File: src/hdl/artm_pkg.sv
// Shared types and constants for the access rule table match block.
// Has no dependencies; used by every module of the block.
package artm_pkg;

  localparam int unsigned DEFAULT_RULE_DEPTH = 64;
  localparam int unsigned ID_W = 32;
  localparam int unsigned STORED_W = 7;

  localparam logic OP_CHECK = 1'b0;
  localparam logic OP_ADD   = 1'b1;

  typedef struct packed {
    logic            operation;
    logic [ID_W-1:0] subject_id;
    logic [ID_W-1:0] object_id;
    logic [ID_W-1:0] action_mask;
    logic            grant_bit;
  } artm_req_t;

  typedef struct packed {
    logic                allowed;
    logic                accepted;
    logic [STORED_W-1:0] rules_stored;
  } artm_rsp_t;

  typedef struct packed {
    logic [ID_W-1:0] subject;
    logic [ID_W-1:0] object;
    logic [ID_W-1:0] actions;
    logic            grant;
  } artm_rule_t;

  typedef struct packed {
    logic load;
    logic add;
    logic scan_rd;
  } artm_cmd_t;

  typedef struct packed {
    logic is_add;
    logic scan_needed;
    logic last;
  } artm_sts_t;

endpackage

File: src/hdl/artm_ctrl.sv
// Controller state machine of the access rule table: sequences request
// capture, rule append and the table scan. Depends on artm_pkg.
module artm_ctrl
  import artm_pkg::*;
(
  input  logic      clk_i,
  input  logic      rst_ni,
  input  logic      start,
  input  artm_sts_t sts_i,
  output artm_cmd_t cmd_o,
  output logic      busy,
  output logic      rsp_valid_o
);

  typedef enum logic [4:0] {
    ST_IDLE     = 5'b00001,
    ST_DISPATCH = 5'b00010,
    ST_SCAN     = 5'b00100,
    ST_DRAIN    = 5'b01000,
    ST_RESP     = 5'b10000
  } state_e;

  state_e state_q;
  state_e state_d;

  always_comb begin
    state_d = state_q;
    case (state_q)
      ST_IDLE: begin
        if (start) begin
          state_d = ST_DISPATCH;
        end
      end
      ST_DISPATCH: begin
        if (!sts_i.is_add && sts_i.scan_needed) begin
          state_d = ST_SCAN;
        end else begin
          state_d = ST_RESP;
        end
      end
      ST_SCAN: begin
        if (sts_i.last) begin
          state_d = ST_DRAIN;
        end
      end
      ST_DRAIN: begin
        state_d = ST_RESP;
      end
      ST_RESP: begin
        state_d = ST_IDLE;
      end
      default: begin
        state_d = ST_IDLE;
      end
    endcase
  end

  always_ff @(posedge clk_i or negedge rst_ni) begin
    if (!rst_ni) begin
      state_q <= ST_IDLE;
    end else begin
      state_q <= state_d;
    end
  end

  assign cmd_o.load    = (state_q == ST_IDLE) && start;
  assign cmd_o.add     = (state_q == ST_DISPATCH) && sts_i.is_add;
  assign cmd_o.scan_rd = (state_q == ST_SCAN);

  assign busy        = (state_q != ST_IDLE);
  assign rsp_valid_o = (state_q == ST_RESP);

endmodule

File: config.mk
export PLATFORM = sky130hd
export DESIGN_NAME = artm_ctrl
export DESIGN_NICKNAME = d
export VERILOG_FILES = /design/src/hdl/artm_pkg.sv /design/src/hdl/artm_ctrl.sv
export SDC_FILE = /design/constraint.sdc
export NUM_CORES = 1
export LEC_CHECK = 0
export ABC_AREA = 1
export ABC_CLOCK_PERIOD_IN_PS = 2900
export BUFFER_PORTS_ARGS = -buffer_cell sky130_fd_sc_hd__buf_4
export CAP_MARGIN = 20
export CORE_AREA = 4 4 41 43
export CTS_BUF_LIST = sky130_fd_sc_hd__clkbuf_4
export DETAILED_ROUTE_END_ITERATION = 6
export DIE_AREA = 0 0 45 47
export PLACE_DENSITY = 0.56
export SLEW_MARGIN = 20
export SYNTH_ARGS = -nofsm -noshare
export SYNTH_HDL_FRONTEND = slang
export SYNTH_SLANG_ARGS = --single-unit
File: constraint.sdc
create_clock -name clk_i -period 2.9 [get_ports clk_i]
set_clock_uncertainty 0.1 [all_clocks]
set_input_delay 0.435 -clock clk_i [delete_from_list [all_inputs] [get_ports clk_i]]
set_output_delay 0.435 -clock clk_i [all_outputs]
set_load 0.005 [all_outputs]
== Word level (Yosys, flattened, before mapping) ==
Index checks and enable logic that the tools add are counted.

* Bits in registers: 5
* Latch bits: 0
* Bits in writable memories: 0
* Memory bits (read-only): 0
* Input bits: 6
* Output and inout port bits: 5
* Word-level logic and storage cells: 18
* Memories: 0

* $add $sub $neg: 0
* $mul: 0
* Divide/modulo/power cells: 0
* Magnitude comparators: 0
* Equality and inequality tests: 8
* Shift-type cells: 0
* Mux-type cells: 4
* Bitwise operators: 0
* Reductions and logical operators: 5

{| class="wikitable"
|+ Operator list
! operator !! count
|-
| one-hot mux 5 bit (4 select lines) || 1
|-
| two-way mux 5 bit || 3
|-
| equality test 5 x 1 -> 1 bit (second input constant) || 1
|-
| equality test 5 x 2 -> 1 bit (second input constant) || 1
|-
| equality test 5 x 3 -> 1 bit (second input constant) || 1
|-
| equality test 5 x 4 -> 1 bit (second input constant) || 1
|-
| equality test 5 bit (second input constant) || 1
|-
| != test 5 x 1 -> 1 bit (second input constant) || 1
|-
| != test 2 bit (second input constant) || 2
|-
| logical AND 1 bit || 3
|-
| AND reduction 2 bit || 1
|-
| zero test 1 bit || 1
|}

== Logic depth before layout (Yosys ltp) ==
Gate-level depths: netlist (run 1).

* Word-level depth: 4
* Mapped depth: 7
* Gate-level depth less buffers: 7

== Least setup slack after synthesis (run 1) ==
No wires, ideal clock.

* Path type: register -> output
* Start point: reg state_q[0]
* End point: out cmd_o[0] (netlist bit)
* Arrival time: 0.820 ns
* Required time: 2.365 ns
* Slack: 1.545 ns
* Cell stages (with the launch flop): 6
* Path buffers: 0
* Cell sequence: dfstp_2 -> inv_2 -> nand2_2 -> nor2_4 -> nand2_2 -> inv_2

{| class="wikitable"
|+ RTL lines
! what !! line !! text
|-
| from (decl) || artm_ctrl.sv:23 || <nowiki>state_e state_q;</nowiki>
|-
| from (signal assigned) || artm_ctrl.sv:62 || <nowiki>state_q <= state_d;</nowiki>
|-
| to (decl) || artm_ctrl.sv:10 || <nowiki>output artm_cmd_t cmd_o,</nowiki>
|}

==> results.md, run 1 <==
* Status: completed
* Antenna violations before repair at 0
* Wirelength, routed at 587 µm
* TNS Setup at 0 ns
* HPWL Detailed at 486 µm
* DRT Pass-1 Iters at 4
* First-pass GRT wire length at 986 µm
* Peak supply drop at 0.354 mV
* Slew margin rel. at 85.9%
* Avg Inst Size Synth at around 8 µm²
* Yosys reg bits at 5
* Routability Congestion at between 0.7 and 0.8
* Dpl ws at 1.39 ns
* Post-CTS Setup Bufs at 0
* Worst EP required at 2.37 ns
* Met3 Use GR at 6.90%
* Top cell type's share of synthesized area at 31.9%
* PnR Total Power at 0.347 mW
* Power Density at 775 mW/mm²
* Critical path endpoint category: output port
* M1 GR Usage at under 10%
* Post-route minimum period at 1.76 ns
* GRT Util Overall at 7.31%
* Critical path data arrival time at 1.22 ns
* Clk sinks at 5
* Detail Route Antenna Nets at 0
* Final hold slack at 0.291 ns
* Crit Path Max Fanout at 3
* Clock Latency Late Sink at 0.24 ns
* CTS max path bufs at 2
* Vias per cell at about 4.0
* Post-Layout Inst Area at roughly 450 µm²
* Mapped Nets at 46
* NumNets Final at slightly above 60
* Die Area at 0.00212 mm²
* Die extent in x at 45 µm
* Largest regs: state_q: 5 flops
* Sequential fraction of the synthesis area at between 40% and 50%
* Fmax at 569 MHz
* Most common flop cell mapped by yosys: dfrtp_1
* Period utilization at 60.6%
* Fillers at ~150
* DRC viols at 0
* Rows at 13
* Starting DRT DRC Count at 4
* Area grow syn2layout at 42.6%
* Biggest register: state_q
* Largest cells by area after synthesis: dfrtp_1 32%, inv_1 9.6%, dfstp_2 8.4%, nor2_1 8.4%, nand2_1 7.2%
* Final Hold Fails at 0
* Synthesized instance count at 40
* Starting density of the core at 24.1%
* Max H-tree Level at 1
* Startpoint Class: flip-flop
* Yosys top cell by area: dfrtp_1
* Share of cells above drive strength 1 at 45.5%
* Yosys cell types at 15
* Min-delay worst type: in -> reg
* Synthesized area at 314 µm²
* Post-synth EDFFs at 0
* Max-slew violations at 0
* Pin count of the biggest net entering global routing at 6
* Total vias in the final route at 281
* Placed Instance Area at between 400 and 500 µm²
* CTS Root Cell: clkbuf_4
* Most frequent cell after synthesis: inv_1
* Clock tree from TritonCTS: done
* Asr flop ratio synth at 100%
* Average wire per standard cell at approximately 8.4 µm
* Final setup margin at roughly 1.1 ns
* Kind of critical path: reg -> out
* Antenna Cells at 0
* Unrepaired setup endpoints after global routing: false
* Max-cap violations at 0
* Top Usage Layer GRT: met2
* Final setup vio count at 0
* YS warnings at 0
* GR Overflow Total at 0
* Post-synth top cells: 8 x inv_1, 7 x nor2_1, 6 x nand2_1
* Worst-path clk slew at 0.04 ns
* Pleak at 0.250 nW
* CTS buffer count at 3
* Ports at 11
* Die height at 47 µm
* Worst-Margin Slew at 0.211 ns
* CORE AREA at 0.00130 mm²
* Via count of the first global-routing pass at roughly 250
* M2 GR Usage at 10.2%
* Input/output buffers at 10
* Max reg flops at 5
## repair_timing
item,CTS,global route
hold endpoints to repair,4,0
setup endpoints to repair,0,0
gates resized for setup,0,0
hold buffers,1,0
## kinds of logic after synthesis
| logic type | after synthesis | share of synthesized area [%] |
|---|---|---|
| buffers and inverters | 10 | 12.0 |
| AOI/OAI and AO/OA | 3 | 5.18 |
| and+or+nand+nor | 22 | 42.6 |
| DFF | 5 | 40.2 |
## final timing paths
check	start	end	slack, ns	cells after the start
worst max-delay path	state_q[0]$_DFFE_PN1P_	cmd_o[0]	1.14	6
worst min-delay path	sts_i[0]	state_q[2]$_DFFE_PN0P_	0.29	2
worst max register to register	state_q[0]$_DFFE_PN1P_	state_q[3]$_DFFE_PN0P_	1.75	7
worst min register to register	state_q[0]$_DFFE_PN1P_	state_q[1]$_DFFE_PN0P_	0.45	2
max in group asynchronous	rst_ni	state_q[0]$_DFFE_PN1P_	2.07	2
min in group asynchronous	rst_ni	state_q[4]$_DFFE_PN0P_	0.44	2
## metrics by stage
step	util (%)	instances
after global placement	31.3	65
after CTS	34.4	70
final	34.4	70
after global routing	34.4	70
after floorplan	-	40
after detailed placement	31.3	65
## where the power goes
part | switching, mW | internal (mW) | total (mW)
Sequential | 0.0199 | 0.0920 | 0.112
Clock | 0.0277 | 0.0613 | 0.0890
Combinational | 0.0778 | 0.0685 | 0.146
Total | 0.125 | 0.222 | 0.347
## worst max-delay path, stage by stage (launching register included)
cell	delay [ns]
dfstp_2	0.56
inv_2	0.05
nand2_2	0.09
nor2_4	0.04
nand2_2	0.07
inv_2	0.04
buf_4	0.12
## per-layer routing
metal  routed length, µm  up-vias
li1                    -      150
met1                 234      120
met2                 286       11
met3                  65        0
met4                   0        0
met5                   0        -
## cell type report
| cell class | count | area, µm² | area share, % |
|---|---|---|---|
| clock buffer | 4 | 30.0 | 6.70 |
| sequential | 5 | 126 | 28.2 |
| tap | 15 | 18.8 | 4.19 |
| timing repair buffer | 11 | 85.1 | 19.0 |
| multi-input combinational | 25 | 150 | 33.5 |
| inverter | 10 | 37.5 | 8.38 |
## cells in the final DEF (no fill, tap or decap), drive strengths merged
cell type / Yosys / routed
buf: 0 / 10
inv: 10 / 10
nor2: 10 / 10
nand2: 8 / 8
clkbuf: 0 / 4
dfrtp: 4 / 4
nand3: 3 / 3
o21ai: 2 / 2
o22ai: 1 / 1
nand4: 1 / 1
dlygate4sd3: 0 / 1
dfstp: 1 / 1
No activity file was read; power rests on OpenSTA's default activity.
==> inputs of run 2 (changes only) <==
ABC_CLOCK_PERIOD_IN_PS = 1700   (was 2900)
clock period = 1.7 ns   (was 2.9 ns; I/O delays follow)
==> results.md, run 2 (synthesis gave the netlist of run 1 again) <==
* Status: completed
* Crit Path Max Fanout at 3
* Most common cell after layout, fill and taps aside: buf_4
* CTS max path bufs at 2
* TNS Setup at 0 ns
* Crit path largest cell delay at between 0.5 and 0.6 ns
* Period utilization at 92.8%
* Die Area at 0.00212 mm²
* DRC viols at 0
* Worst-Margin Slew at between 0.2 and 0.25 ns
* Crit-path slowest cell: dfstp_2
* CP Cell Sequence: inv_2 -> nand2_2 -> nor2_4 -> nand2_2 -> inv_2 -> buf_4
* Startpoint Class: flip-flop
* Starting density of the core at ~24%
* Pin count of the biggest net entering global routing at 6
* Max reg flops at 5
* Routability Congestion at a little over 0.7
* Biggest register: state_q
* Average wire per standard cell at 8.53 µm
* First-pass GRT wire length at 1.08 mm
* Max-slew violations at 0
* Starting DRT DRC Count at 0
* Pleak at 0.250 nW
* Largest regs: state_q: 5 flops
* Antenna Cells at 0
* Critical path endpoint category: output port
* HPWL Detailed at a little over 500 µm
* Slew margin rel. at roughly 87%
* Comb pwr share at 42.2%
* Rows at 13
* Clock tree from TritonCTS: done
* Fmax at 634 MHz
* Post-CTS Setup Bufs at 0
* Total vias in the final route at 294
* Sw Ratio at a little under two fifths
* GRT Util Overall at 7.30%
* Critical path depth at 6
* Die extent in x at 45 µm
* Share of cells above drive strength 1 at between 40% and 50%
* Max-cap violations at 0
* Clock Latency Late Sink at 0.24 ns
* Vias per cell at roughly 4.2
* Clk sinks at 5
* Via count of the first global-routing pass at 295
* Power Density at ~1300 mW/mm²
* Fillers at 144
* Worst EP required at 1.34 ns
* Kind of critical path: reg -> out
* Dpl ws at approximately 0.38 ns
* Final setup margin at roughly 0.12 ns
* Wirelength, routed at 597 µm
* Area grow syn2layout at 42.6%
* Die height at 47 µm
* CTS buffer count at 3
* Detail Route Antenna Nets at 0
* Critical path data arrival time at 1.22 ns
* Final Hold Fails at 0
* Unrepaired setup endpoints after global routing: false
* Post-route minimum period at 1.58 ns
* Most frequent cells in the layout: 10 x buf_4, 8 x inv_1, 7 x nor2_1
* CTS Hold Buffers Added at 1
* Final setup vio count at 0
* Min-delay worst type: in -> reg
* CORE AREA at about 0.0013 mm²
* Worst path buffer plus inverter count at 3
* Reg2reg path depth at 7
* Worst Hold Depth at 2
* CTS Root Cell: clkbuf_4
* Sequential power share at 31.8%
* Pint at 0.379 mW
* NetSw at 0.219 mW
* GR Overflow Total at 0
* Worst-path clk slew at 0.04 ns
* Post-cts repair resize count at 0
* DRT Pass-1 Iters at 1
* NumNets Final at 62
* Delay-heaviest family, CP: flip-flops
* Ports at 11
* Peak supply drop at 0.422 mV
* Input/output buffers at 10
* Clock share of power at 26.0%
* Max H-tree Level at 1
* Antenna violations before repair at 0
## run 2: cell counts in the layout (fill, tap and decap cells not counted)
No cell type changed its count.
## run 2: worst paths after layout
path / endpoint / startpoint / slack (ns)
worst min register to register: state_q[1]$_DFFE_PN0P_ / state_q[0]$_DFFE_PN1P_ / 0.45
worst max-delay path: cmd_o[0] / state_q[0]$_DFFE_PN1P_ / 0.12
worst max register to register: state_q[3]$_DFFE_PN0P_ / state_q[0]$_DFFE_PN1P_ / 0.56
max in group asynchronous: state_q[0]$_DFFE_PN1P_ / rst_ni / 1.06
worst min-delay path: state_q[2]$_DFFE_PN0P_ / sts_i[0] / 0.11
min in group asynchronous: state_q[1]$_DFFE_PN0P_ / rst_ni / 0.25
## run 2: worst register-to-register path, stage by stage, from the launching register on
cell and delay (ns):
dfstp_2 0.56, inv_2 0.05, nand2_2 0.09, nor2_4 0.04, nand2_2 0.07, inv_2 0.04, nand3_2 0.04, inv_1 0.04
## run 2: routing by layer
metal / share of wire [%] / wire, µm / vias up / GRT usage (%)
li1: - / - / 150 / -
met1: 39 / 232 / 133 / 7.60
met2: 51 / 307 / 11 / 12.4
met3: 9.5 / 57 / 0 / 4.60
met4: 0 / 0 / 0 / 1.75
met5: 0 / 0 / - / 0
## run 2: power groups by stage
stage / sequential (mW) / combinational [mW] / clock, mW
after floorplan: 0.187 / 0.175 / 0
after global placement: 0.192 / 0.254 / 0
after detailed placement: 0.192 / 0.258 / 0
after CTS: 0.191 / 0.261 / 0.158
after global routing: 0.198 / 0.291 / 0.170
final: 0.190 / 0.252 / 0.156
## run 2: cell type report
| type | instances | area (µm²) | area share (%) |
|---|---|---|---|
| multi-input cells | 25 | 150 | 33.5 |
| flip-flops and latches | 5 | 126 | 28.2 |
| repair buffers | 11 | 85.1 | 19.0 |
| inverters | 10 | 37.5 | 8.38 |
| clock buffers | 4 | 30.0 | 6.70 |
| well taps | 15 | 18.8 | 4.19 |
## run 2: stage by stage
step / hold slack, ns / area (µm²) / instances / power, mW / utilization, %
6_report: 0.112 / 448 / 70 / 0.598 / 34.4
5_1_grt: 0.106 / 448 / 70 / 0.658 / 34.4
4_1_cts: 0.118 / 448 / 70 / 0.609 / 34.4
3_5_place_dp: -0.0417 / 408 / 65 / 0.450 / 31.3
3_3_place_gp: -0.0412 / 408 / 65 / 0.446 / 31.3
2_1_floorplan: -0.141 / 314 / 40 / 0.363 / -
